File: src/design/kvlt_pkg.sv
// Shared types and constants for the key/value list table.
`default_nettype none

package kvlt_pkg;

    // Field widths
    localparam int KEY_W = 32;
    localparam int VAL_W = 32;

    // Operation codes; code 3 is unused and leaves the table alone
    typedef logic [1:0] t_opcode;
    localparam t_opcode OP_PUT = 2'd0;
    localparam t_opcode OP_GET = 2'd1;
    localparam t_opcode OP_DEL = 2'd2;

    // Controller states
    typedef enum logic {
        S_IDLE,
        S_EXEC
    } t_state;

    // Controller to datapath
    typedef struct packed {
        logic load;   // latch the operation and register the key compares
        logic exec;   // apply the operation and load the result register
    } t_dp_cmd;

    // Datapath to controller
    typedef struct packed {
        logic out_free;   // result register can take a new result this cycle
    } t_dp_status;

endpackage

`default_nettype wire

File: src/design/kvlt_ctrl.sv
// Controller state machine for the key/value list table.
`default_nettype none

module kvlt_ctrl (
    input  wire                    i_clk,
    input  wire                    i_rst_n,
    input  wire                    i_in_valid,
    output logic                   o_in_stall,
    input  kvlt_pkg::t_dp_status   i_status,
    output kvlt_pkg::t_dp_cmd      o_cmd
);
    import kvlt_pkg::*;

    t_state r_state;
    t_state n_state;

    always_ff @(posedge i_clk) begin
        if (!i_rst_n) begin
            r_state <= S_IDLE;
        end else begin
            r_state <= n_state;
        end
    end

    always_comb begin
        n_state    = r_state;
        o_in_stall = 1'b1;
        o_cmd      = '0;
        case (r_state)
            S_IDLE: begin
                // hold the input off while reset is applied
                o_in_stall = !i_rst_n;
                if (i_in_valid && i_rst_n) begin
                    o_cmd.load = 1'b1;
                    n_state    = S_EXEC;
                end
            end
            S_EXEC: begin
                // hold until the result register frees up
                if (i_status.out_free) begin
                    o_cmd.exec = 1'b1;
                    n_state    = S_IDLE;
                end
            end
            default: begin
                n_state = S_IDLE;
            end
        endcase
    end

endmodule

`default_nettype wire

File: src/design/kvlt_datapath.sv
// Entry storage, key compare, update/shift logic and result register.
`default_nettype none

module kvlt_datapath #(
    parameter int DEPTH = 16
) (
    input  wire                         i_clk,
    input  wire                         i_rst_n,
    input  kvlt_pkg::t_dp_cmd           i_cmd,
    output kvlt_pkg::t_dp_status        o_status,
    input  kvlt_pkg::t_opcode           i_opcode,
    input  wire [kvlt_pkg::KEY_W-1:0]   i_key,
    input  wire [kvlt_pkg::VAL_W-1:0]   i_value_in,
    input  wire                         i_out_stall,
    output logic                        o_out_valid,
    output logic                        o_hit,
    output logic [kvlt_pkg::VAL_W-1:0]  o_value_out,
    output logic                        o_rejected_full
);
    import kvlt_pkg::*;

    localparam int                CNT_W   = $clog2(DEPTH + 1);
    localparam logic [CNT_W-1:0]  DEPTH_C = CNT_W'(DEPTH);

    // Entry row
    logic [KEY_W-1:0] r_keys [DEPTH];
    logic [VAL_W-1:0] r_vals [DEPTH];
    logic [CNT_W-1:0] r_count;

    // Operation held between compare and execute
    t_opcode          r_op;
    logic [KEY_W-1:0] r_key;
    logic [VAL_W-1:0] r_val;
    logic [DEPTH-1:0] r_match;

    // Result register
    logic             r_out_valid;
    logic             r_hit;
    logic [VAL_W-1:0] r_value_out;
    logic             r_rej;

    logic [DEPTH-1:0] w_cmp;
    logic [DEPTH-1:0] w_before;
    logic [DEPTH-1:0] w_first;
    logic [DEPTH-1:0] w_at_after;
    logic [KEY_W-1:0] w_next_key [DEPTH];
    logic [VAL_W-1:0] w_next_val [DEPTH];
    logic [VAL_W-1:0] w_found;
    logic             w_op_ok;
    logic             w_hit;
    logic             w_full;
    logic             w_put_new;
    logic             w_put_rej;
    logic             w_del;

    for (genvar g = 0; g < DEPTH; g++) begin : g_entry
        localparam logic [DEPTH-1:0] LOW_MASK = (DEPTH'(1) << g) - DEPTH'(1);

        assign w_cmp[g]      = (r_keys[g] == i_key) && (CNT_W'(g) < r_count);
        assign w_before[g]   = |(r_match & LOW_MASK);
        assign w_first[g]    = r_match[g] & ~w_before[g];
        assign w_at_after[g] = r_match[g] | w_before[g];

        if (g < DEPTH - 1) begin : g_shift
            // pull the next entry down over the deleted one and its followers
            assign w_next_key[g] = r_keys[g+1];
            assign w_next_val[g] = r_vals[g+1];
        end else begin : g_last
            // the last slot keeps its contents
            assign w_next_key[g] = r_keys[g];
            assign w_next_val[g] = r_vals[g];
        end

        always_ff @(posedge i_clk) begin
            if (i_cmd.exec) begin
                if (w_del && w_at_after[g]) begin
                    r_keys[g] <= w_next_key[g];
                    r_vals[g] <= w_next_val[g];
                end
                if (r_op == OP_PUT && w_first[g]) begin
                    r_vals[g] <= r_val;
                end
                if (w_put_new && CNT_W'(g) == r_count) begin
                    r_keys[g] <= r_key;
                    r_vals[g] <= r_val;
                end
            end
        end
    end

    always_comb begin
        w_found = '0;
        for (int i = 0; i < DEPTH; i++) begin
            w_found = w_found | (r_vals[i] & {VAL_W{w_first[i]}});
        end
    end

    assign w_op_ok   = (r_op == OP_PUT) || (r_op == OP_GET) || (r_op == OP_DEL);
    assign w_hit     = w_op_ok && (|r_match);
    assign w_full    = (r_count == DEPTH_C);
    assign w_put_new = (r_op == OP_PUT) && !w_hit && !w_full;
    assign w_put_rej = (r_op == OP_PUT) && !w_hit && w_full;
    assign w_del     = (r_op == OP_DEL) && w_hit;

    always_ff @(posedge i_clk) begin
        if (!i_rst_n) begin
            r_count     <= '0;
            r_out_valid <= 1'b0;
        end else begin
            if (i_cmd.exec) begin
                if (w_put_new) begin
                    r_count <= r_count + CNT_W'(1);
                end else if (w_del) begin
                    r_count <= r_count - CNT_W'(1);
                end
            end
            if (i_cmd.exec) begin
                r_out_valid <= 1'b1;
            end else if (!i_out_stall) begin
                r_out_valid <= 1'b0;
            end
        end
    end

    always_ff @(posedge i_clk) begin
        if (i_cmd.load) begin
            r_op    <= i_opcode;
            r_key   <= i_key;
            r_val   <= i_value_in;
            r_match <= w_cmp;
        end
        if (i_cmd.exec) begin
            r_hit       <= w_hit;
            r_value_out <= (r_op == OP_GET && w_hit) ? w_found : '0;
            r_rej       <= w_put_rej;
        end
    end

    assign o_status.out_free = !r_out_valid || !i_out_stall;
    assign o_out_valid       = r_out_valid;
    assign o_hit             = r_hit;
    assign o_value_out       = r_value_out;
    assign o_rejected_full   = r_rej;

endmodule

`default_nettype wire

File: src/design/key_value_list_table_core.sv
// Top level of the key/value list table: controller, datapath and checks.
`default_nettype none

// Channel   Direction  Handshake                Payload
// input     in         i_in_valid / o_in_stall  i_opcode, i_key, i_value_in
// result    out        o_out_valid / i_out_stall o_hit, o_value_out, o_rejected_full
//
// Each operation runs a load step that compares the key against all valid
// entries in parallel, then an execute step that applies the update or shift
// and loads the result; it waits while the result register is full and stalled.
// Reset is synchronous and active low; it empties the table (count to zero),
// drops any pending result and holds the input stalled while applied.
// Entry contents are not cleared.

module key_value_list_table_core #(
    parameter int DEPTH = 16
) (
    input  wire                         i_clk,
    input  wire                         i_rst_n,
    // input channel
    input  wire                         i_in_valid,
    output logic                        o_in_stall,
    input  kvlt_pkg::t_opcode           i_opcode,
    input  wire [kvlt_pkg::KEY_W-1:0]   i_key,
    input  wire [kvlt_pkg::VAL_W-1:0]   i_value_in,
    // result channel
    output logic                        o_out_valid,
    input  wire                         i_out_stall,
    output logic                        o_hit,
    output logic [kvlt_pkg::VAL_W-1:0]  o_value_out,
    output logic                        o_rejected_full
);
    import kvlt_pkg::*;

    t_dp_cmd    w_cmd;
    t_dp_status w_status;

    // Sequence load and execute of one operation at a time
    kvlt_ctrl u_ctrl (
        .i_clk      (i_clk),
        .i_rst_n    (i_rst_n),
        .i_in_valid (i_in_valid),
        .o_in_stall (o_in_stall),
        .i_status   (w_status),
        .o_cmd      (w_cmd)
    );

    // Hold the entries, compare keys, update or shift, register the result
    kvlt_datapath #(
        .DEPTH (DEPTH)
    ) u_datapath (
        .i_clk           (i_clk),
        .i_rst_n         (i_rst_n),
        .i_cmd           (w_cmd),
        .o_status        (w_status),
        .i_opcode        (i_opcode),
        .i_key           (i_key),
        .i_value_in      (i_value_in),
        .i_out_stall     (i_out_stall),
        .o_out_valid     (o_out_valid),
        .o_hit           (o_hit),
        .o_value_out     (o_value_out),
        .o_rejected_full (o_rejected_full)
    );

    // An accepted transfer makes the block busy for the execute cycle
    a_busy_after_accept: assert property (@(posedge i_clk) disable iff (!i_rst_n)
        (i_in_valid && !o_in_stall) |=> o_in_stall)
        else $error("input not stalled after accepted transfer");

    // Executing an operation always presents a result in the next cycle
    a_result_after_exec: assert property (@(posedge i_clk) disable iff (!i_rst_n)
        w_cmd.exec |=> o_out_valid)
        else $error("no result after execute");

    // A rejected put never reports a hit or a value
    a_reject_clean: assert property (@(posedge i_clk) disable iff (!i_rst_n)
        (o_out_valid && o_rejected_full) |-> (!o_hit && o_value_out == '0))
        else $error("rejected put carries hit or value");

    // Load and execute never overlap
    a_cmd_exclusive: assert property (@(posedge i_clk) disable iff (!i_rst_n)
        !(w_cmd.load && w_cmd.exec))
        else $error("load and execute in the same cycle");

endmodule

`default_nettype wire

File: config.mk
export PLATFORM = sky130hd
export DESIGN_NAME = key_value_list_table_core
export DESIGN_NICKNAME = d
export VERILOG_FILES = /design/src/design/kvlt_pkg.sv /design/src/design/kvlt_ctrl.sv /design/src/design/kvlt_datapath.sv /design/src/design/key_value_list_table_core.sv
export SDC_FILE = /design/constraint.sdc
export NUM_CORES = 2
export LEC_CHECK = 0
export BUFFER_PORTS_ARGS = -buffer_cell sky130_fd_sc_hd__buf_4
export CAP_MARGIN = 15
export CORE_AREA = 4 4 256 358
export DETAILED_ROUTE_END_ITERATION = 8
export DIE_AREA = 0 0 260 362
export HOLD_SLACK_MARGIN = 0.12
export PLACE_DENSITY = 0.92
export REMOVE_ABC_BUFFERS = 1
export SYNTH_ARGS = -nofsm -noshare
export SYNTH_HDL_FRONTEND = slang
export SYNTH_SLANG_ARGS = --single-unit
export TNS_END_PERCENT = 1
File: constraint.sdc
create_clock -name i_clk -period 15 [get_ports i_clk]
set_input_delay 2.25 -clock i_clk [delete_from_list [all_inputs] [get_ports i_clk]]
set_output_delay 2.25 -clock i_clk [all_outputs]
set_load 0.01 [all_outputs]
# Word level (Yosys, flattened, before mapping)

Memory sizes are Yosys's and may differ from the RTL's.
Cells that the tools add are included.
W data, S select, Z words.

Register bits: 123
Memory bits (writable): 1024
Input port bits: 70
Memories kept: 2

Memories:

| memory            | depth | bits a word | rd ports | clocked after Yosys merged registers in | wr ports | RTL line            | source |
|---|---|---|---|---|---|---|---|
| u_datapath.r_keys | 16    | 32          | 16       | 0                                       | 16       | kvlt_datapath.sv:26 | `logic [KEY_W-1:0] r_keys [DEPTH];` |
| u_datapath.r_vals | 16    | 32          | 16       | 0                                       | 16       | kvlt_datapath.sv:27 | `logic [VAL_W-1:0] r_vals [DEPTH];` |

Add/sub/neg operators: 2
$lt $le $gt $ge: 16
Equal/unequal tests: 35
Mux-type cells: 203
Bitwise operators: 125
Reduce and logical (&&, ||, !) cells: 98

Operator list:

| cell                 | count |
|---|---|
| $mux W32             | 48 |
| $and A32 B32 Y32     | 16 |
| $eq A32 B32 Y1       | 16 |
| $or A32 B32 Y32      | 15 |
| $mux W1              | 152 |
| $logic_and A1 B1 Y1  | 71 |
| $or A1 B1 Y1         | 63 |
| $eq A4 B5 Y1 const A | 8 |
| $lt A4 B5 Y1 const A | 8 |
| $eq A3 B5 Y1 const A | 4 |
| $lt A3 B5 Y1 const A | 4 |
| $not A1 Y1           | 16 |
| $reduce_or A16 Y1    | 1 |
| $and A1 B1 Y1        | 15 |
| $reduce_or A15 Y1    | 1 |
| $reduce_or A14 Y1    | 1 |
| $reduce_or A13 Y1    | 1 |
| $reduce_or A12 Y1    | 1 |
| $reduce_or A11 Y1    | 1 |
| $eq A2 B5 Y1 const A | 2 |
| $lt A1 B5 Y1 const A | 2 |
| $lt A2 B5 Y1 const A | 2 |
| $mux W5              | 2 |
| $reduce_or A10 Y1    | 1 |
| other kinds (22)     | 28 |

# Depth between registers and ports, before layout

Depth after elaboration: 18
Mapped depth: 10
Gate-level depth less buffers: 7

# Hierarchy

A second synthesis with hierarchy kept.

Cells, all modules: 3920
Area total of the unflattened synthesis: 56932.1 sq um

Modules (own cells, without submodules):

| module        | instances | cells each | area each (sq um) |
|---|---|---|---|
| kvlt_datapath | 1         | 3912       | 56852.0 |
| kvlt_ctrl     | 1         | 8          | 80.1 |

# Worst setup path before layout

OpenSTA, ideal clock, no wires.

Kind: input to register
Start: input port i_out_stall
End: memory u_datapath.r_vals[10][0] (netlist: u_datapath.r_vals[1][64]), enable pin
Arrival: 6.786 ns
Setup slack: 7.749 ns
Stages: 7
Buffers on the path: 2
Path through: a21boi_2 -> nand2_1 -> buf_2 -> clkbuf_1 -> nor3_1 -> nor2_1 -> o21ai_0

RTL lines:

| element         | RTL line                        | source |
|---|---|---|
| start, declared | key_value_list_table_core.sv:28 | `input wire i_out_stall,` |
| end, declared   | kvlt_datapath.sv:27             |  |

==> out/metrics.csv <==
stage,metric,value,unit
layout,fillers,5334,
sta,fin_skew,47.1,ps
clocking,clk_pin_slew,70,ps
synthesis,synth_top_cell_by_area,edfxtp_1,
pwr,p_per_area,108,nW/µm²
synthesis,ys_seq_elements,1147,
worst_setup_path,r2r-start,u_ctrl.r_state,
worst_setup_path,crit_fanout,42,
worst_setup_path,required,15320,ps
synthesis,synthTopCellsByArea,"edfxtp_1 60%, mux2_2 15%, xor2_1 5.1%",
sta,clock.fmax,159,MHz
drt,ant_nets,0,
worst_setup_path,cp-end-kind,flip-flop,
grt,grt_pass1_vias,40154,
clocking,cts_tree,built,
synthesis,synthesis.area,57000,µm²
drt,drtIter0Drc,6590,
clocking,clk_latency,730,ps
sta,setup_viol,0,
grt,antenna_found_initial,15,
clocking,cts-root-buf,clkbuf_16,
grt,grt_max_degree,74,
grt,grt_overflow,0,
drt,drc,1,
hold_path,hold_end,u_ctrl.r_state,
sta,tns,0,ps
drt,routed_wl,189000,µm
drt,dr.pass1.iters,9,
worst_setup_path,rr_worst_depth,6,
hold_path,hold_start,u_ctrl.r_state,
sta,layout_setup_ws,8700,ps
sta,fin_crit_sh,42.0,%
placement,dp_slack,8110,ps
clocking,cts_max_level,3,
synthesis,synthArstFlopShare,0,%
sta,slew_headroom,9.12,%
clocking,clockBufferDepth,3,
run_status,violations,design-rule violations,
drt,vias,40402,
grt,track_usage,39.3,%
synthesis,syn_inst,4190,
worst_setup_path,rr_endpoint,u_datapath.r_vals[1][147],
grt,grt_first_pass_wirelength,268000,µm
hold_path,hp-class,flip-flop to flip-flop,
synthesis,synth_edf_count,1140,
clocking,cts_made_buffers,106,
sta,fin_crit,6300,ps
floorplan,initial_core_util,64.6,%
worst_setup_path,arrival,6620,ps
synthesis,synth_seq_area_share,60.3,%
run_status,status,finished with violations,
sta,drv_slew,0,
synthesis,ys_types,66,
clocking,clkSinkCount,1147,
synthesis,synth-main-ff-cell,edfxtp_1,
placement,io_buffer_count,105,
synthesis,yosys.area.top_type_share,60.0,%
hold_path,min_path_cells,2,
drt,viasPerCell,7.46,
sta,grt_setup_unrepaired,no,
drt,post_drt_wl_per_cell,34.9,µm
synthesis,yosys_warnings,0,
sta,whs,528,ps
worst_setup_path,worst_setup_path_start_kind,input port,
sta,worst_pin_slew,1360,ps
placement,hpwlAfterDp,111000,µm
floorplan,die_area,94100,µm²
placement,place_congestion,1.04,
worst_setup_path,r2r_slack,9910,ps
clocking,cts_setup_buffers,0,
worst_setup_path,critPathKind,input port to flip-flop,
floorplan,core_area,88300,µm²
floorplan,die_h,362,µm
floorplan,dieWidth,260,µm
floorplan,placementRows,129,
clocking,cts_resized,0,
layout,drive_gt1_share,27.3,%
synthesis,syn_area_per_cell,13.6,µm²
clocking,cts_hold_buf,0,
flow_run,cap_violations,0,
layout,nNetsFinal,4214,
sta,final-hold-violation-count,0,
layout,syn_to_final_growth,9.25,%
floorplan,ios,106,
pwr,total_leakage_power,20.7,nW
pwr,peakVddDrop,0.103,mV
Yosys cell counts (all sizes together), types with 4 or more instances:
library cell	count
a31oi	36
and4	7
a32oi	5
nor2	59
o211ai	33
ha	5
a22oi	159
xnor2	182
a211oi	31
nand3b	4
o21ai	53
nor4	99
nand3	23
mux2	801
and2	5
a2111oi	7
nor2b	7
nand4	70
xor2	332
o32ai	31
dfxtp	7
a221oi	33
edfxtp	1140
nand2b	10
or4	8
inv	7
a21oi	17
nor3	22
nand2	618
clkbuf	219
buf	132
how the worst max path moves through the flow:
stage           startpoint                   endpoint  cells past startpoint
6_report       i_out_stall  u_datapath.r_vals[1][147]                      7
5_1_grt        i_out_stall  u_datapath.r_vals[1][142]                      7
4_1_cts        i_out_stall  u_datapath.r_vals[1][142]                      7
3_5_place_dp   i_out_stall  u_datapath.r_vals[1][144]                      7
3_3_place_gp   i_out_stall  u_datapath.r_vals[1][141]                      7
2_1_floorplan  i_out_stall   u_datapath.r_vals[1][64]                      5
area by class of cell:
class / count / area (µm²) / area share (%)
diodes: 12 / 30.0 / 0.0482
clock buffers: 130 / 2850 / 4.57
clock inverters: 63 / 629 / 1.01
inverters: 7 / 26.3 / 0.0422
multi-input cells: 2685 / 21400 / 34.3
flip-flops and latches: 1147 / 34400 / 55.2
well taps: 1179 / 1480 / 2.37
repair buffers: 192 / 1520 / 2.45
state kept, by name, indices dropped and copies added, names as in the netlist:
name / count
u_ctrl.r_state: 1
u_datapath.o_hit: 1
u_datapath.o_out_valid: 1
u_datapath.o_rejected_full: 1
u_datapath.o_value_out: 32
u_datapath.r_count: 5
u_datapath.r_key: 32
u_datapath.r_keys: 512
u_datapath.r_match: 16
u_datapath.r_op: 2
u_datapath.r_val: 32
u_datapath.r_vals: 512
worst max-delay path: stages:
cell      delay (ps)
buf_4            130
a21boi_4         260
buf_4            590
nand3b_1         670
nor2_2           790
o21a_2           920
nand2b_2         980
routing by layer:
layer  vias up  track usage, %  wire [µm]
met1     19304            43.6      55400
met2      3984            60.5      84500
met3      1544            12.5      25500
li1      15562               -          -
met5         -               0         54
met4         8            35.7      23400
power breakdown:
group	total, W	switching (W)	internal, W
sequential	0.00363	0.0000806	0.00355
clock	0.00278	0.00123	0.00155
combinational	0.000327	0.000222	0.000105
cell families after synthesis:
family,after synthesis,synth area share (%)
compound gates,416,5.30
xor+xnor,514,7.89
fa+ha+maj,5,0.110
buf+inv,358,2.82
flops,1147,60.3
mux,804,15.9
simple gates,946,7.73
layout by cell type, fill, tap and decap left out, drive strengths merged, types with 7 or more instances in the layout:
cell type | netlist | final
a2111oi | 7 | 7
a211oi | 31 | 31
a21oi | 17 | 17
a221oi | 33 | 33
a22oi | 159 | 159
a31oi | 36 | 36
and4 | 7 | 7
buf | 132 | 192
bufinv | 0 | 12
clkbuf | 219 | 130
clkinv | 0 | 43
dfxtp | 7 | 7
diode | 0 | 12
edfxtp | 1140 | 1140
inv | 7 | 13
mux2 | 801 | 801
nand2 | 618 | 618
nand2b | 10 | 10
nand3 | 23 | 23
nand4 | 70 | 70
nor2 | 59 | 59
nor2b | 7 | 7
nor3 | 22 | 22
nor4 | 99 | 99
o211ai | 33 | 33
o21ai | 53 | 53
o32ai | 31 | 31
or4 | 8 | 8
xnor2 | 182 | 182
xor2 | 332 | 332
per-stage QoR:
stage | power, W | area (µm²) | cells | utilization (%)
2_1_floorplan | 0.00381 | 55400 | 3839 | -
3_3_place_gp | 0.00398 | 58700 | 5204 | 66.5
3_5_place_dp | 0.00399 | 58700 | 5204 | 66.5
4_1_cts | 0.00669 | 62100 | 5397 | 70.4
5_1_grt | 0.00686 | 62300 | 5403 | 70.5
6_report | 0.00674 | 62300 | 5415 | 70.6
Note: power is estimated with default switching activity, not from simulation.
